===== config.mk =====
export PLATFORM = sky130hd
export DESIGN_NAME = mtwg_seeder
export DESIGN_NICKNAME = d
export VERILOG_FILES = /design/src/rtl/mtwg_pkg.sv /design/src/rtl/mtwg_seeder.sv
export SDC_FILE = /design/constraint.sdc
export NUM_CORES = 1
export LEC_CHECK = 0
export BUFFER_PORTS_ARGS = -buffer_cell sky130_fd_sc_hd__buf_2
export CAP_MARGIN = 40
export CORE_MARGIN = 2
export CORE_UTILIZATION = 55
export CTS_CLUSTER_DIAMETER = 150
export DETAILED_ROUTE_END_ITERATION = 10
export PLACE_DENSITY = 0.77
export SYNTH_ARGS = -nofsm -noshare
export SYNTH_HDL_FRONTEND = slang
export SYNTH_SLANG_ARGS = --single-unit

===== constraint.sdc =====
create_clock -name clk -period 10.3 [get_ports clk]
set_input_delay 2.06 -clock clk [delete_from_list [all_inputs] [get_ports clk]]
set_output_delay 2.06 -clock clk [all_outputs]
set_load 0.01 [all_outputs]

===== src/rtl/mtwg_pkg.sv =====
package mtwg_pkg;

  // Sizes of the state memory.
  localparam int unsigned STATE_WORDS  = 624;
  localparam int unsigned TWIST_OFFSET = 397;
  localparam int unsigned WORD_W       = 32;
  localparam int unsigned IDX_W        = 10;

  localparam logic [IDX_W-1:0] LAST_IDX   = IDX_W'(STATE_WORDS - 1);
  localparam logic [IDX_W-1:0] FIRST_NEXT = IDX_W'(1);
  localparam logic [IDX_W-1:0] FIRST_FAR  = IDX_W'(TWIST_OFFSET);

  // Recurrence, twist and tempering constants.
  localparam logic [WORD_W-1:0] TW_MATRIX    = 32'h9908_b0df;
  localparam logic [WORD_W-1:0] TW_UPPER     = 32'h8000_0000;
  localparam logic [WORD_W-1:0] TW_LOWER     = 32'h7fff_ffff;
  localparam logic [WORD_W-1:0] SEED_MULT    = 32'd1812433253;
  localparam logic [WORD_W-1:0] TEMPER_B     = 32'h9d2c_5680;
  localparam logic [WORD_W-1:0] TEMPER_C     = 32'hefc6_0000;
  localparam logic [WORD_W-1:0] DEFAULT_SEED = 32'd5489;

  // One write into the state memory.
  typedef struct packed {
    logic              en;
    logic [IDX_W-1:0]  addr;
    logic [WORD_W-1:0] data;
  } mem_wr_t;

endpackage


===== src/rtl/mtwg_seeder.sv =====
module mtwg_seeder import mtwg_pkg::*; (
  input  logic              clk,
  input  logic              rst_n,
  input  logic              start,
  input  logic [WORD_W-1:0] seed,
  output mem_wr_t           wr,
  output logic              done
);

  logic              busy_r, busy_nxt;
  logic [IDX_W-1:0]  cnt_r, cnt_nxt;
  logic [WORD_W-1:0] prev_r, prev_nxt;
  logic [WORD_W-1:0] mixed;
  logic [WORD_W-1:0] word;

  // Next seed word from the previous one: xor-shift, multiply, then add the position; word 0 is the seed.
  always_comb begin
    mixed = prev_r ^ (prev_r >> 30);
    if (cnt_r == '0) begin
      word = seed;
    end else begin
      word = WORD_W'(SEED_MULT * mixed) + {{(WORD_W-IDX_W){1'b0}}, cnt_r};
    end
  end

  // Sweep over every state word, one a cycle.
  always_comb begin
    busy_nxt = busy_r;
    cnt_nxt  = cnt_r;
    prev_nxt = prev_r;
    done     = 1'b0;
    if (start) begin
      busy_nxt = 1'b1;
      cnt_nxt  = '0;
    end else if (busy_r) begin
      prev_nxt = word;
      cnt_nxt  = cnt_r + 1'b1;
      if (cnt_r == LAST_IDX) begin
        busy_nxt = 1'b0;
        done     = 1'b1;
      end
    end
  end

  assign wr.en   = busy_r;
  assign wr.addr = cnt_r;
  assign wr.data = word;

  always_ff @(posedge clk) begin
    if (!rst_n) begin
      busy_r <= 1'b0;
      cnt_r  <= '0;
    end else begin
      busy_r <= busy_nxt;
      cnt_r  <= cnt_nxt;
    end
  end

  always_ff @(posedge clk) begin
    prev_r <= prev_nxt;
  end

endmodule


### Yosys cells after proc, flatten, opt, wreduce, memory -nomap -nowiden

Index checks and enable logic that the tools add are counted.

| cells by class | value |
|---|---|
| $add $sub $neg | 2 |
| $mul | 1 |
| divide/modulo/power cells | 0 |
| order comparisons | 0 |
| equal/unequal tests | 1 |
| shift operators | 0 |
| multiplexer cells | 7 |
| bitwise operators | 3 |
| reduce and logical (&&, ||, !) cells | 3 |

Operators with widths:

| kind | number |
|---|---|
| 32-bit by 10-bit adder with 32-bit output | 1 |
| 31-bit by 32-bit multiplier with 32-bit output, first input constant | 1 |
| 32-bit 2-to-1 mux | 1 |
| 32-bit by 2-bit XOR with 32-bit output | 1 |
| 10-bit by 1-bit adder with 10-bit output, second input constant | 1 |
| 10-bit == test, second input constant | 1 |
| 10-bit zero test | 1 |
| 1-bit 2-to-1 mux | 6 |
| 1-bit NOT | 2 |
| 2-bit AND reduction | 1 |
| 2-bit OR reduction | 1 |

| storage, ports and cells | value |
|---|---|
| register bits after elaboration | 43 |
| latch bits | 0 |
| memory bits (writable) | 0 |
| bits in read-only memories | 0 |
| memories kept | 0 |

### Logic depth before layout (Yosys ltp)

Gate-level depths: netlist (run 1).

| depth | value |
|---|---|
| depth after elaboration | 4 |
| depth in mapped cells | 26 |
| depth with buffers taken out | 25 |

### Least setup slack after synthesis (run 1)

Ideal clock, no wire load.

| path | value |
|---|---|
| path type | register to output |
| from | reg prev_r[31] |
| to | out wr[31] (netlist name) |
| arrival time | 6,504 ps |
| slack | 1,736 ps |
| stages on the path, launching flop included | 26 |
| buffers on the path | 1 |
| cell sequence | edfxtp_1 > xor2_1 > xor2_1 > ha_1 > or2_2 > ha_1 > inv_1 > fa_1 > inv_1 > ha_1 > fa_1 > fa_1 > fa_1 > inv_1 > fa_1 > inv_1 > ha_1 > buf_6 > nand4_1 > or4_4 > a211oi_2 > o21bai_1 > a21boi_1 > o41ai_1 > xnor2_1 > a21oi_1 |

RTL lines:

| item | line | text |
|---|---|---|
| start: declaration | mtwg_seeder.sv:12 | `logic [WORD_W-1:0] prev_r, prev_nxt;` |
| start signal: assignment | mtwg_seeder.sv:60 | `prev_r <= prev_nxt;` |
| end: declaration | mtwg_seeder.sv:6 | `output mem_wr_t wr,` |

==> impl_results.md, run 1 <==
- DRC errors left: 0
- I/O Pins: 79
- Post-Syn Area: between 10000 and 15000 um^2
- Ant diodes: 0
- Row cnt: 49
- Largest area contributor in the netlist: fa_1
- Final Hold Vio Count: 0
- Routed wire per std cell: 18.2 um
- Clock Path Buffers: 2
- Hold Crit Start: cnt_r[5]
- Slew Limit Fails: 0
- Die width: 139 um
- Detailed router's first-iteration violation count: 327
- Via density: 5.42
- Core area: ~18000 um^2
- Post-synth ARST share: 0%
- Tot GR Track Use: 26.3%
- Finished Layout Cells: 1317
- Final Skew: between 0.02 and 0.025 ns
- Vias in the first global route: 7747
- Final #Nets: 1514
- Post-CTS setup buffers: 0
- Post-synthesis sequential area ratio: 11.7%
- Hold crit path type: reg -> reg
- RSZ-0062 raised after global routing: no
- Worst path slowest cell: xor2_1
- Worst path required time: 8.24 ns
- Die Ht: 139 um
- Post-synth EDFFs: 32
- CTS Root Cell: clkbuf_16
- First-pass GRT wire length: 39.7 mm
- Antenna-violating nets left: 0
- Final Critical Period: a little under 10 ns
- RR Startpoint: prev_r[31]
- Worst skew pair latency: between 0.3 and 0.4 ns
- Startpoint Class: flip-flop
- Worst Path Max Fanout: 9
- Final WL: ~24 mm
- Antenna violations before repair: 0
- Max_slew headroom: 44.4%
- Setup Viol. Count Final: 0
- Clock Sinks: 43
- Final setup TNS: 0 ns
- CTS Hold Bufs: 0
- FF+latch count, synth: 43
- Finished Core Util: 60.8%
- Placer Congestion: 0.911
- Yosys top cell area share: 30.4%
- Status: complete, no violations
- Layout area overhead: 8.50%
- Crit-path most repeated cell: fa_1
- CP top delay family: adder cells
- Fillers: 1461
- Pin count of the biggest net entering global routing: 27
- Synth cell types: 49
- Synth top area cells: fa_1 30%, ha_1 30%, inv_1 9.9%, edfxtp_1 9.5%, xnor2_1 4.0%
- Synthesized area per cell: roughly 10 um^2
- TritonCTS clock tree: built
- Max-cap viol count: 0
- Prevailing post-synth register cell: edfxtp_1
- Worst slew pin tran: 0.831 ns
- Reg clk slew, reported paths: approximately 0.07 ns
- Syn nets: around 1400
- H-tree depth: 2
- Via count: between 7000 and 8000
- Critical path class: reg -> out
- Ys Warns: 0
- CP max stage delay: 0.69 ns
- First-pass iteration count of the detailed router: 5
- Final Cycle Share: between 90% and 100%
- Synthesized instance count: 1007
- Detail Placement HPWL: 20.0 mm
- Port Buffer Count: 78
- Die area: about 19000 um^2
- GRT Residual Overflow: 0
- Layout cells sized above 1: 9.10%
- CP bufs+invs: 6
- Placed Instances: 1309
- Max Freq: between 100 and 150 MHz
- Crit end category: primary output
- CP Data Arrival Time: 7.77 ns
- Post-CTS sizing: 0
- Number of CTS-inserted buffers: 5
- Crit. Startpoint: prev_r[31]
- Initial Util: 56.1%
[layout make-up]
cell class	count	area, um^2	area share [%]
clock buffers	6	150	1.37
flip-flops and latches	43	1180	10.8
clock inverters	2	17.5	0.160
multi-input cells	688	7850	71.8
inverters	265	995	9.10
repair buffers	84	448	4.10
well taps	229	287	2.62
[cells in the mapped netlist (2+ instances only)]
cell type / number
edfxtp_1: 32
xnor2_1: 46
a21o_1: 5
nand2_1: 41
nand3_1: 7
o21a_1: 7
a211o_1: 2
and2_1: 2
inv_1: 265
o21bai_1: 3
o21ai_1: 3
nor2b_1: 4
a21oi_1: 42
o22ai_1: 2
nor4_1: 3
nand2b_1: 3
or2_2: 2
dfxtp_1: 11
ha_1: 239
nand4_1: 6
xor2_1: 22
o21ai_0: 21
fa_1: 153
nor2_1: 41
nor3_1: 8
o211ai_1: 4
or3_1: 3
a31oi_1: 2
clkbuf_1: 8
[worst register-to-register path: stages, from the launching register on]
cell and delay [ns]:
edfxtp_1 0.45, xor2_1 0.17, buf_4 0.24, xor2_1 0.69, ha_1 0.30, or2_2 0.12, ha_1 0.22, inv_1 0.07
fa_1 0.40, inv_1 0.08, ha_1 0.17, fa_1 0.44, fa_1 0.53, fa_1 0.50, inv_1 0.05, fa_1 0.47
inv_1 0.04, ha_1 0.40, nand4_1 0.28, or4_4 0.56, a211oi_2 0.36, o21bai_1 0.11, a21boi_1 0.21, o41ai_1 0.11
xnor2_1 0.19, a21oi_1 0.10
[metal layers]
| metal | track usage (%) | wire length, um | vias up |
|---|---|---|---|
| met3 | 4.78 | 1730 | 32 |
| met2 | 44.4 | 11500 | 243 |
| met5 | 0 | 0 | - |
| li1 | - | - | 3364 |
| met1 | 35.5 | 10300 | 3495 |
| met4 | 5.74 | 452 | 0 |
[cells by family (layout without fill, tap and decap cells)]
family	after synthesis	count (layout)	synth area share (%)
compound gates	100	100	5.90
xor+xnor	68	68	5.91
fa+ha+maj	392	392	60.1
buf+inv	276	357	10.4
flops	43	43	11.7
mux	1	1	0.0994
simple gates	127	127	5.83
[through the flow]
step                      hold WS [ns]  setup slack (ns)  cell area (um^2)
after floorplan                  0.515              1.74             10100
after global placement           0.511              1.04             10700
after detailed placement         0.509             0.927             10800
after CTS                        0.521             0.521             10900
after global routing             0.562             0.125             10900
final                            0.535             0.470             10900
[layout by cell type, fill, tap and decap left out, drive strengths merged, types with 2 or more instances in the layout]
| cell type | Yosys | layout |
|---|---|---|
| a211o | 2 | 2 |
| a211oi | 2 | 2 |
| a21o | 5 | 5 |
| a21oi | 42 | 42 |
| a31oi | 2 | 2 |
| and2 | 3 | 3 |
| and4 | 2 | 2 |
| buf | 2 | 84 |
| clkbuf | 9 | 6 |
| dfxtp | 11 | 11 |
| edfxtp | 32 | 32 |
| fa | 153 | 153 |
| ha | 239 | 239 |
| inv | 265 | 266 |
| nand2 | 41 | 41 |
| nand2b | 3 | 3 |
| nand3 | 7 | 7 |
| nand4 | 6 | 6 |
| nor2 | 41 | 41 |
| nor2b | 4 | 4 |
| nor3 | 8 | 8 |
| nor4 | 3 | 3 |
| o211ai | 4 | 4 |
| o21a | 7 | 7 |
| o21ai | 24 | 24 |
| o21bai | 3 | 3 |
| o22ai | 2 | 2 |
| or2 | 2 | 2 |
| or3 | 3 | 3 |
| xnor2 | 46 | 46 |
| xor2 | 22 | 22 |
[final timing paths]
kind,to,slack [ns],cells after the start
setup / recovery,wr[31],0.47,26
hold reg to reg,cnt_r[5],0.53,2
setup reg to reg,prev_r[31],2.78,25
hold / removal,cnt_r[5],0.53,2
[flip-flops by register name, summed over array words and instances (netlist names)]
name / flops
prev_r: 32
cnt_r: 10
busy_r: 1
Power of run 1 is not shown: default switching activity piles up to over one toggle a cycle in this logic, so the estimate is an artifact.
==> run 2: changes to the inputs <==
--- a/config.mk
+++ b/config.mk
@@ -7,11 +7,14 @@
 export LEC_CHECK = 0
 export BUFFER_PORTS_ARGS = -buffer_cell sky130_fd_sc_hd__buf_2
 export CAP_MARGIN = 40
+export CELL_PAD_IN_SITES_DETAIL_PLACEMENT = 0
+export CELL_PAD_IN_SITES_GLOBAL_PLACEMENT = 1
 export CORE_MARGIN = 2
-export CORE_UTILIZATION = 55
+export CORE_UTILIZATION = 50
 export CTS_CLUSTER_DIAMETER = 150
 export DETAILED_ROUTE_END_ITERATION = 10
-export PLACE_DENSITY = 0.77
+export MAX_ROUTING_LAYER = met4
+export PLACE_DENSITY = 0.87
 export SYNTH_ARGS = -nofsm -noshare
 export SYNTH_HDL_FRONTEND = slang
 export SYNTH_SLANG_ARGS = --single-unit
==> impl_results.md, run 2 (synthesis gave the netlist of run 1 again) <==
- Status: complete, no violations
- CTS Root Cell: clkbuf_16
- Placed cell area: 10800 um^2
- Antenna-violating nets left: 0
- Reg clk slew, reported paths: 0.07 ns
- Max Freq: 104 MHz
- Clock Path Buffers: 2
- Pin count of the biggest net entering global routing: 27
- Most common cell after layout, fill and taps aside: inv_1
- Worst Path Max Fanout: 8
- First-pass iteration count of the detailed router: 4
- Crit. Startpoint: prev_r[30]
- Die Ht: between 100 and 150 um
- Row cnt: 51
- Biggest regs: prev_r (32), cnt_r (10), busy_r (1)
- DRC errors left: 0
- Core area: 19600 um^2
- Biggest register: prev_r
- I/O Pins: 79
- Placer Congestion: 0.895
- CP bufs+invs: 6
- Port Buffer Count: 78
- Post-CTS sizing: 0
- Placed Instances: roughly 1300
- Final instance area: about 11000 um^2
- Final WL: 23.8 mm
- Setup Viol. Count Final: 0
- Number of CTS-inserted buffers: 5
- RSZ-0062 raised after global routing: no
- Worst skew pair latency: 0.32 ns
- Initial Util: 51.4%
- Hold crit path type: reg -> reg
- CP max stage delay: approximately 0.58 ns
- H-tree depth: 2
- Routed wire per std cell: 17.6 um
- Final Critical Period: 9.63 ns
- Final setup TNS: 0 ns
- Ant diodes: 0
- Crit-path most repeated cell: fa_1
- Clock Sinks: 43
- Final #Nets: approximately 1500
- Final Skew: about 0.014 ns
- Largest register FFs: 32
- Startpoint Class: flip-flop
- Max-cap viol count: 0
- Layout cells sized above 1: 9.18%
- Finished Layout Cells: 1354
- GRT Residual Overflow: 0
- Antenna violations before repair: 0
- RR Startpoint: prev_r[30]
- Via density: 5.12
- Vias in the first global route: 7345
- First-pass GRT wire length: 39.6 mm
- Via count: 6929
- Post-CTS setup buffers: 0
- Die width: ~150 um
- Layout area overhead: 9.02%
- Worst slew pin tran: 0.691 ns
- CP top delay family: adder cells
- Hold Crit Start: cnt_r[5]
- Worst path required time: 8.24 ns
- Final Hold Vio Count: 0
- Crit end category: primary output
- Detailed router's first-iteration violation count: between 300 and 400
- Most frequent cells in the layout: 265 x inv_1, 239 x ha_1, 153 x fa_1
- Final Cycle Share: 93.5%
- Worst path slowest cell: xor2_1
- Max_slew headroom: a little over half
- Die area: 21300 um^2
- CP Data Arrival Time: around 7.6 ns
- Slew Limit Fails: 0
- CTS Hold Bufs: 0
- Critical path class: reg -> out
- Detail Placement HPWL: 20.3 mm
- TritonCTS clock tree: built
- Tot GR Track Use: around a quarter
[run 2: changes by cell type in the layout (fill, tap and decap cells not counted)]
cell	previous run	this run
buf_4	5	6
[run 2: metal layers]
| metal | track usage [%] | vias up | part of all wire (%) |
|---|---|---|---|
| met1 | 34.0 | 3368 | 46 |
| li1 | - | 3365 | - |
| met3 | 4.73 | 21 | 5.8 |
| met4 | 4.85 | 0 | 1.3 |
| met2 | 38.3 | 175 | 47 |
| met5 | - | - | 0 |
[run 2: worst paths after layout]
path	to	slack, ns	cells past startpoint
setup / recovery	wr[31]	0.67	26
hold / removal	cnt_r[5]	0.52	2
setup reg to reg	prev_r[31]	2.97	25
hold reg to reg	cnt_r[5]	0.52	2
[run 2: tightest hold or removal path: stages (launching register included)]
cell and delay, ns:
dfxtp_1 0.33, o21ai_0 0.07, a21oi_1 0.06
[run 2: layout make-up]
class / count / area [um^2]
clock inverter: 2 / 17.5
fill: 1738 / 8610
multi-input combinational: 688 / 7850
clock buffer: 6 / 150
timing repair buffer: 85 / 455
inverter: 265 / 995
sequential: 43 / 1180
tap: 265 / 332
[run 2: metrics by stage]
step | hold WS, ns | utilization, % | worst slack (ns)
finish | 0.516 | 56.0 | 0.668
detailed placement | 0.507 | 55.2 | 0.969
CTS | 0.520 | 56.0 | 0.629
global route | 0.546 | 56.0 | 0.171
floorplan | 0.515 | - | 1.74
global placement | 0.493 | 55.1 | 1.04
Power of run 2 is left out for the same reason.
