[src/rtl/mtwg_pkg.sv]
package mtwg_pkg;

  // Sizes of the state memory.
  localparam int unsigned STATE_WORDS  = 624;
  localparam int unsigned TWIST_OFFSET = 397;
  localparam int unsigned WORD_W       = 32;
  localparam int unsigned IDX_W        = 10;

  localparam logic [IDX_W-1:0] LAST_IDX   = IDX_W'(STATE_WORDS - 1);
  localparam logic [IDX_W-1:0] FIRST_NEXT = IDX_W'(1);
  localparam logic [IDX_W-1:0] FIRST_FAR  = IDX_W'(TWIST_OFFSET);

  // Recurrence, twist and tempering constants.
  localparam logic [WORD_W-1:0] TW_MATRIX    = 32'h9908_b0df;
  localparam logic [WORD_W-1:0] TW_UPPER     = 32'h8000_0000;
  localparam logic [WORD_W-1:0] TW_LOWER     = 32'h7fff_ffff;
  localparam logic [WORD_W-1:0] SEED_MULT    = 32'd1812433253;
  localparam logic [WORD_W-1:0] TEMPER_B     = 32'h9d2c_5680;
  localparam logic [WORD_W-1:0] TEMPER_C     = 32'hefc6_0000;
  localparam logic [WORD_W-1:0] DEFAULT_SEED = 32'd5489;

  // One write into the state memory.
  typedef struct packed {
    logic              en;
    logic [IDX_W-1:0]  addr;
    logic [WORD_W-1:0] data;
  } mem_wr_t;

endpackage

[src/rtl/mtwg_twist.sv]
module mtwg_twist import mtwg_pkg::*; (
  input  logic [WORD_W-1:0] cur_word,
  input  logic [WORD_W-1:0] next_word,
  input  logic [WORD_W-1:0] far_word,
  output logic [WORD_W-1:0] new_word,
  output logic [WORD_W-1:0] tempered
);

  logic [WORD_W-1:0] y;
  logic [WORD_W-1:0] t1, t2, t3;

  // Twist of a single state word.
  always_comb begin
    y        = (cur_word & TW_UPPER) | (next_word & TW_LOWER);
    new_word = far_word ^ (y >> 1) ^ (y[0] ? TW_MATRIX : '0);
  end

  // Tempering of the freshly twisted word.
  always_comb begin
    t1       = new_word ^ (new_word >> 11);
    t2       = t1 ^ ((t1 << 7) & TEMPER_B);
    t3       = t2 ^ ((t2 << 15) & TEMPER_C);
    tempered = t3 ^ (t3 >> 18);
  end

endmodule

[config.mk]
export PLATFORM = sky130hd
export DESIGN_NAME = mtwg_twist
export DESIGN_NICKNAME = d
export VERILOG_FILES = /design/src/rtl/mtwg_pkg.sv /design/src/rtl/mtwg_twist.sv
export SDC_FILE = /design/constraint.sdc
export NUM_CORES = 1
export LEC_CHECK = 0
export BUFFER_PORTS_ARGS = -buffer_cell sky130_fd_sc_hd__buf_2
export CORE_ASPECT_RATIO = 0.5
export CORE_MARGIN = 4
export CORE_UTILIZATION = 32
export DETAILED_ROUTE_END_ITERATION = 8
export PLACE_DENSITY = 0.84
export SYNTH_ARGS = -nofsm -noshare
export SYNTH_HDL_FRONTEND = slang
export SYNTH_SLANG_ARGS = --single-unit
[constraint.sdc]
create_clock -name vclk -period 2.1
set_input_delay 0.21 -clock vclk [all_inputs]
set_output_delay 0.21 -clock vclk [all_outputs]
set_load 0.02 [all_outputs]
==> Word level (Yosys, flattened, before mapping) <==
Index checks and enable logic that the tools add are counted.
{ "totals": {"in_bits": 96, "output_inout_bits": 64, "wordCells": 8, "reg_bits": 0} }
{ "classes": {"muxes": 1, "n_bitwise": 7} }
{ "op_table": {"columns": ["op", "n"], "rows": [
  ["$xor 32x32->32", 3],
  ["$mux 32", 1],
  ["$or 32x31->32", 1],
  ["$xor 32x14->32", 1],
  ["$xor 32x21->32", 1],
  ["$xor 32x31->32", 1]
]} }

==> Depth between registers and ports, before layout <==
Gate-level depths: netlist of run 1.
{ "logic_depth": {"depth_word": 7, "ltp_mapped": 5} }

==> Worst setup path before layout of run 1 <==
Ideal clock, no wire load.
{ "synth_path": {"path_type": "input port to output port", "start": "input port next_word[17]", "end": "output port tempered[9]", "slack_ps": -148, "cell_stages": 4, "required_ps": 1890, "n_path_buf": 0, "arrival_ps": 2038, "path_cell_list": "xor2_1 xnor2_1 xnor3_1 xnor2_1"} }
{ "synth_between": {"elab_chain_cells": 7} }
{ "synth_lines": {"columns": ["element", "line_no", "source"], "rows": [
  ["start: declaration", "mtwg_twist.sv:3", "input logic [WORD_W-1:0] next_word,"],
  ["$or 32x31->32", "mtwg_twist.sv:14", "y = (cur_word & TW_UPPER) | (next_word & TW_LOWER);"],
  ["$xor 32x31->32", "mtwg_twist.sv:15", "new_word = far_word ^ (y >> 1) ^ (y[0] ? TW_MATRIX : '0);"],
  ["$xor 32x32->32", "mtwg_twist.sv:15", null],
  ["$xor 32x21->32", "mtwg_twist.sv:20", "t1 = new_word ^ (new_word >> 11);"],
  ["$xor 32x32->32", "mtwg_twist.sv:21", "t2 = t1 ^ ((t1 << 7) & TEMPER_B);"],
  ["$xor 32x32->32", "mtwg_twist.sv:22", "t3 = t2 ^ ((t2 << 15) & TEMPER_C);"],
  ["$xor 32x14->32", "mtwg_twist.sv:23", "tempered = t3 ^ (t3 >> 18);"],
  ["end: declaration", "mtwg_twist.sv:6", "output logic [WORD_W-1:0] tempered"]
]} }
No other way between the ends.

==> Worst setup path after layout of run 1 <==
{ "layout_path": {"start": "input port next_word[0]", "end": "output port tempered[0]"} }
{ "layout_between": {"elab_chain_cells": 7} }
{ "layout_lines": {"columns": ["element", "line_no"], "rows": [
  ["$or 32x31->32", "mtwg_twist.sv:14"],
  ["$mux 32", "mtwg_twist.sv:15"],
  ["$xor 32x32->32", "mtwg_twist.sv:15"],
  ["$xor 32x21->32", "mtwg_twist.sv:20"],
  ["$xor 32x32->32", "mtwg_twist.sv:21"],
  ["$xor 32x32->32", "mtwg_twist.sv:22"],
  ["$xor 32x14->32", "mtwg_twist.sv:23"]
]} }
No other way between the ends.

==> impl_metrics.prom, run 1 <==
# TYPE chip_impl_metric gauge
chip_impl_info{name="status",value="complete, no violations"} 1
chip_impl_metric{name="largest_net_degree_at_the_start_of_global_routing",unit=""} 11
chip_impl_metric{name="design.die.area",unit="sq um"} 4680
chip_impl_metric{name="sequential_cell_area",unit="sq um"} 0
chip_impl_metric{name="final_antenna_net_count",unit=""} 0
chip_impl_metric{name="remaining_drc_errors",unit=""} 0
chip_impl_metric{name="max_slew.worst_pin.slew",unit="ns"} 0.458
chip_impl_info{name="worstSetupEndpointType",value="primary output"} 1
chip_impl_metric{name="report.final.setup_viol",unit=""} 0
chip_impl_metric{name="place_inst",unit=""} 298
chip_impl_metric{name="power_density_of_the_placed_cells",unit="nW/um^2"} 966
chip_impl_metric{name="antenna_found_initial",unit=""} 0
chip_impl_metric{name="die_height",unit="um"} 50.4
chip_impl_metric{name="hold_viol_final",unit=""} 0
chip_impl_metric{name="net_switching_power",unit="W"} 0.00110
chip_impl_metric{name="p_leak",unit="nW"} 1.06
chip_impl_metric{name="rows",unit=""} 15
chip_impl_metric{name="seq_cell_count",unit=""} 0
chip_impl_metric{name="critPathMaxFanout",unit=""} 6
chip_impl_metric{name="num_vias",unit=""} 1194
chip_impl_metric{name="nets",unit=""} 346
chip_impl_metric{name="design.core.area",unit="sq um"} 3450
chip_impl_metric{name="drt_iter0_drc",unit=""} 15
chip_impl_metric{name="achievable-frequency",unit="GHz"} 0.502
chip_impl_metric{name="worst-endpoint-arrival",unit="ns"} 1.78
chip_impl_metric{name="route.final.wire_length",unit="um"} 3520
chip_impl_metric{name="p_comb_share",unit="%"} 100.0
chip_impl_metric{name="cp_data_required_time",unit="ns"} 1.89
chip_impl_metric{name="holdWs",unit="ns"} 0.740
chip_impl_metric{name="via_per_inst",unit=""} 3.99
chip_impl_metric{name="post_layout_instance_count_excluding_filler_cells",unit=""} 299
chip_impl_metric{name="syn-num-nets",unit=""} 208
chip_impl_metric{name="cap_violations",unit=""} 0
chip_impl_metric{name="hpwl_detailed",unit="um"} 3290
chip_impl_metric{name="antenna_cells_inserted",unit=""} 0
chip_impl_metric{name="timing.slew.headroom",unit="%"} 69.2
chip_impl_metric{name="placed_cell_area",unit="sq um"} 1930
chip_impl_metric{name="postCtsHoldBufs",unit=""} 0
chip_impl_metric{name="number_of_buffer_cells_added_on_primary_ports",unit=""} 128
chip_impl_metric{name="globalRouteTotalUtil",unit="%"} 13.5
chip_impl_metric{name="syn_inst",unit=""} 112
chip_impl_metric{name="wire_length_per_cell",unit="um"} 11.8
chip_impl_metric{name="post-route-period-util",unit="%"} 94.8
chip_impl_metric{name="clockPowerShare",unit="%"} 0
chip_impl_metric{name="synth-seq-area-share",unit="%"} 0
chip_impl_metric{name="synth_top_cell_area_share",unit="%"} 40.3
chip_impl_metric{name="synth.cell_area",unit="sq um"} 1150
chip_impl_metric{name="area_growth",unit="%"} 68.3
chip_impl_info{name="setup_repair_after_global_routing_missed_its_margin",value="false"} 1
chip_impl_metric{name="syn_area_per_cell",unit="sq um"} 10.3
chip_impl_metric{name="finalCriticalPeriod",unit="ns"} 1.99
chip_impl_metric{name="post_cts_resized",unit=""} 0
chip_impl_info{name="worst-setup-path-type",value="in2out"} 1
chip_impl_info{name="yosys.cell_count.top_type",value="sky130_fd_sc_hd__xnor2_1"} 1
chip_impl_metric{name="n_clock_buffer",unit=""} 0
chip_impl_metric{name="final_layout_size_suffix_gt1_share",unit="%"} 59.7
chip_impl_metric{name="place_congestion",unit=""} 0.822
chip_impl_metric{name="global_route.overflow_total",unit=""} 0
chip_impl_metric{name="die_x",unit="um"} 92.8
chip_impl_metric{name="floorplan.initialDensity",unit="%"} 33.3
chip_impl_metric{name="synth-warning-count",unit=""} 0
chip_impl_info{name="yosys-top-cells-area",value="sky130_fd_sc_hd__xnor2_1 40%, sky130_fd_sc_hd__xor2_1 26%, sky130_fd_sc_hd__xnor3_1 14%, sky130_fd_sc_hd__xor2_4 4.8%, sky130_fd_sc_hd__xor3_2 4.3%"} 1
chip_impl_metric{name="global_route_wire_length_before_repair",unit="um"} 5320
chip_impl_metric{name="slew_viol_final",unit=""} 0
chip_impl_metric{name="number_of_top_level_pins",unit=""} 160
chip_impl_metric{name="vias_in_the_first_global_route",unit=""} 1167
chip_impl_metric{name="yosysUniqueCellTypes",unit=""} 12
chip_impl_metric{name="p_seq_share",unit="%"} 0
chip_impl_info{name="synthDominantAreaCellType",value="sky130_fd_sc_hd__xnor2_1"} 1
chip_impl_metric{name="final_area",unit="sq um"} 1940
chip_impl_metric{name="detailedRoute.firstPassIterationCount",unit=""} 4
chip_impl_metric{name="vdd_drop_max",unit="uV"} 398
chip_impl_info{name="commonest_cells_in_the_netlist",value="53 x sky130_fd_sc_hd__xnor2_1, 34 x sky130_fd_sc_hd__xor2_1, 8 x sky130_fd_sc_hd__inv_1, 7 x sky130_fd_sc_hd__xnor3_1"} 1
chip_impl_info{name="min-delay-path-class",value="in2out"} 1
chip_impl_metric{name="p_sw_share",unit="%"} 58.7
chip_impl_metric{name="internal_power",unit="W"} 0.000773
chip_impl_info{name="cp-start-kind",value="input pin"} 1
## kinds of logic (layout without fill, tap and decap cells)
| logic type | after synthesis | count (layout) | synth area share (%) |
|---|---|---|---|
| xor gates and xnor gates | 102 | 102 | 96.0 |
| buffers and inverters | 10 | 146 | 4.02 |
## worst paths after layout
| check | start | to | slack, ns | depth (start not counted) |
|---|---|---|---|---|
| max | next_word[0] | tempered[0] | 0.11 | 6 |
| min | far_word[5] | new_word[5] | 0.74 | 3 |
## critical path: stages
cell and delay, ns:
sky130_fd_sc_hd__buf_2 0.17, sky130_fd_sc_hd__xnor3_1 0.47, sky130_fd_sc_hd__xor2_1 0.26, sky130_fd_sc_hd__xnor2_2 0.18, sky130_fd_sc_hd__xnor3_1 0.33, sky130_fd_sc_hd__buf_2 0.17
## stage by stage
step / util, % / setup WS [ns] / power (W) / setup TNS (ns)
2_1_floorplan: - / -0.0160 / 0.00129 / -0.0160
3_3_place_gp: 55.9 / 0.0511 / 0.00185 / 0
3_5_place_dp: 55.9 / 0.0203 / 0.00188 / 0
4_1_cts: 55.9 / 0.0181 / 0.00189 / 0
5_1_grt: 56.1 / 0.0163 / 0.00199 / 0
6_report: 56.1 / 0.109 / 0.00187 / 0
## metal layers
| layer | global-route usage, % | wire length, um |
|---|---|---|
| met2 | 29.8 | 2160 |
| met5 | 0 | 0 |
| met4 | 0.487 | 14 |
| met3 | 1.20 | 143 |
| met1 | 14.4 | 1210 |
## cell type report
type                            count  area [sq um]
Fill cell                         334          1520
Timing Repair Buffer              138           716
Tap cell                           51          63.8
Multi-Input combinational cell    102          1130
Inverter                            8          30.0
## power by group through the flow
stage / logic [W] / registers, W / clock network, W
4_1_cts: 0.00189 / 0 / 0
6_report: 0.00187 / 0 / 0
2_1_floorplan: 0.00129 / 0 / 0
5_1_grt: 0.00199 / 0 / 0
3_5_place_dp: 0.00188 / 0 / 0
3_3_place_gp: 0.00185 / 0 / 0
## cell usage in the layout (no fill, tap or decap)
| cell type | n |
|---|---|
| sky130_fd_sc_hd__xnor2_2 | 2 |
| sky130_fd_sc_hd__xnor3_2 | 1 |
| sky130_fd_sc_hd__xnor2_1 | 52 |
| sky130_fd_sc_hd__inv_1 | 8 |
| sky130_fd_sc_hd__buf_2 | 128 |
| sky130_fd_sc_hd__xor3_2 | 2 |
| sky130_fd_sc_hd__xor2_2 | 3 |
| sky130_fd_sc_hd__xor2_4 | 2 |
| sky130_fd_sc_hd__xnor3_1 | 7 |
| sky130_fd_sc_hd__xor3_1 | 1 |
| sky130_fd_sc_hd__xor2_1 | 32 |
| sky130_fd_sc_hd__buf_4 | 10 |
## timing repair
item	4_1_cts	5_1_grt
hold endpoints to repair	0	0
endpoints found under the setup margin	0	1
buffers inserted	0	1
Power figures use the tool's default switching activity.
==> run 2, diff against run 1 <==
==> constraint.sdc (replaced) <==
create_clock -name vclk -period 2.1
set_input_delay 0.21 -clock vclk [all_inputs]
set_output_delay 0.21 -clock vclk [all_outputs]
set_load 0.05 [all_outputs]
==> impl_metrics.prom, run 2 (synthesis results as in run 1) <==
# TYPE chip_impl_metric gauge
chip_impl_metric{name="n_clock_buffer",unit=""} 0
chip_impl_metric{name="report.final.setup_viol",unit=""} 0
chip_impl_metric{name="design_power_total",unit="W"} 0.00339
chip_impl_metric{name="place_inst",unit=""} 309
chip_impl_metric{name="cp_num_buf_inv",unit=""} 3
chip_impl_metric{name="antenna_cells_inserted",unit=""} 0
chip_impl_metric{name="final_layout_size_suffix_gt1_share",unit="%"} 78.3
chip_impl_metric{name="postCtsHoldBufs",unit=""} 0
chip_impl_metric{name="power_density_of_the_placed_cells",unit="nW/um^2"} 1320
chip_impl_metric{name="placed_cell_area",unit="sq um"} 2550
chip_impl_info{name="status",value="complete, no violations"} 1
chip_impl_metric{name="final_antenna_net_count",unit=""} 0
chip_impl_metric{name="vias_in_the_first_global_route",unit=""} 1278
chip_impl_metric{name="remaining_drc_errors",unit=""} 0
chip_impl_info{name="min-delay-path-class",value="in2out"} 1
chip_impl_metric{name="die_x",unit="um"} 92.8
chip_impl_metric{name="number_of_top_level_pins",unit=""} 160
chip_impl_metric{name="nets",unit=""} 356
chip_impl_metric{name="post-route-period-util",unit="%"} 95.6
chip_impl_metric{name="cap_violations",unit=""} 0
chip_impl_metric{name="achievable-frequency",unit="GHz"} 0.498
chip_impl_metric{name="cp_data_required_time",unit="ns"} 1.89
chip_impl_metric{name="hpwl_detailed",unit="um"} 3440
chip_impl_metric{name="drt_iter0_drc",unit=""} 16
chip_impl_metric{name="max_slew.worst_pin.slew",unit="ns"} 0.608
chip_impl_metric{name="antenna_found_initial",unit=""} 0
chip_impl_metric{name="worst-endpoint-arrival",unit="ns"} 1.80
chip_impl_metric{name="die_height",unit="um"} 50.4
chip_impl_metric{name="route.final.wire_length",unit="um"} 3670
chip_impl_metric{name="area_growth",unit="%"} 123
chip_impl_info{name="mostFrequentLayoutCell",value="sky130_fd_sc_hd__buf_2"} 1
chip_impl_metric{name="globalRouteTotalUtil",unit="%"} 14.8
chip_impl_metric{name="max_stage_delay",unit="ns"} 0.48
chip_impl_metric{name="num_vias",unit=""} 1225
chip_impl_metric{name="finalCriticalPeriod",unit="ns"} 2.01
chip_impl_info{name="critPathLaunch",value="next_word[0]"} 1
chip_impl_metric{name="rows",unit=""} 15
chip_impl_info{name="critical_path.top_delay_family",value="XOR/XNOR gates"} 1
chip_impl_metric{name="vdd_drop_max",unit="uV"} 1270
chip_impl_metric{name="timing.slew.headroom",unit="%"} 59.2
chip_impl_info{name="worst-setup-path-type",value="in2out"} 1
chip_impl_metric{name="via_per_inst",unit=""} 3.96
chip_impl_info{name="worstHoldStart",value="far_word[9]"} 1
chip_impl_metric{name="floorplan.initialDensity",unit="%"} 33.3
chip_impl_metric{name="wire_length_per_cell",unit="um"} 11.9
chip_impl_metric{name="hold_viol_final",unit=""} 0
chip_impl_info{name="worstSetupEndpointType",value="primary output"} 1
chip_impl_metric{name="slew_viol_final",unit=""} 0
chip_impl_info{name="final_cell_mix",value="126 x sky130_fd_sc_hd__buf_2, 34 x sky130_fd_sc_hd__xnor2_1, 22 x sky130_fd_sc_hd__buf_4"} 1
chip_impl_metric{name="number_of_buffer_cells_added_on_primary_ports",unit=""} 128
chip_impl_metric{name="post_layout_instance_count_excluding_filler_cells",unit=""} 309
chip_impl_metric{name="design.die.area",unit="sq um"} 4680
chip_impl_info{name="setup_repair_after_global_routing_missed_its_margin",value="false"} 1
chip_impl_metric{name="largest_net_degree_at_the_start_of_global_routing",unit=""} 10
chip_impl_metric{name="seq_cell_count",unit=""} 0
chip_impl_metric{name="global_route.overflow_total",unit=""} 0
chip_impl_info{name="cp-start-kind",value="input pin"} 1
chip_impl_metric{name="p_leak",unit="nW"} 1.27
chip_impl_metric{name="design.core.area",unit="sq um"} 3450
chip_impl_metric{name="place_congestion",unit=""} 0.747
chip_impl_metric{name="final_area",unit="sq um"} 2560
chip_impl_metric{name="critPathMaxFanout",unit=""} 9
chip_impl_metric{name="global_route_wire_length_before_repair",unit="um"} 5730
chip_impl_info{name="critical_path.cell_chain",value="buf_4 > xnor3_2 > xor2_1 > buf_4 > xnor3_2 > buf_2"} 1
chip_impl_info{name="cp_slowest_cell",value="sky130_fd_sc_hd__xnor3_2"} 1
chip_impl_metric{name="detailedRoute.firstPassIterationCount",unit=""} 4
chip_impl_metric{name="sequential_cell_area",unit="sq um"} 0
run 2: changes by cell type in the layout (fill, tap and decap cells not counted), sizes merged:
cell / delta
buf: +10
run 2: where the power goes:
part | internal (W) | leakage (nW) | switching (W)
Combinational | 0.00112 | 1.27 | 0.00227
Sequential | 0 | 0 | 0
Clock | 0 | 0 | 0
run 2: final timing paths:
path	slack, ns	to	cells past startpoint
max	0.09	tempered[0]	6
min	0.79	new_word[9]	3
run 2: worst min-delay path: stages:
cell	delay, ns
sky130_fd_sc_hd__buf_2	0.10
sky130_fd_sc_hd__xor2_2	0.07
sky130_fd_sc_hd__buf_2	0.21
run 2: repair_timing:
item,CTS,global route
endpoints found under the setup margin,2,2
gates cloned,0,0
gates resized for setup,3,2
buffers inserted,0,0
run 2: final cells by class:
class              count  area [sq um]
fillers              276           890
inverters              8          30.0
multi-input cells    102          1670
well taps             51          63.8
repair buffers       148           796
run 2: stage by stage:
| step | util [%] | worst slack (ns) | setup TNS (ns) | hold WS [ns] |
|---|---|---|---|---|
| 2_1_floorplan | - | -0.271 | -0.744 | 0.543 |
| 3_3_place_gp | 73.8 | -0.0429 | -0.0464 | 0.792 |
| 3_5_place_dp | 73.8 | -0.0626 | -0.0919 | 0.797 |
| 4_1_cts | 74.0 | 0.0566 | 0 | 0.797 |
| 5_1_grt | 74.2 | 0.00922 | 0 | 0.803 |
| 6_report | 74.2 | 0.0929 | 0 | 0.794 |
run 2: metal layers:
layer  track usage, %  part of all wire [%]
met1             15.4                    31
met3             1.05                   4.9
met4             1.22                  0.33
met2             33.1                    63
met5                0                     0
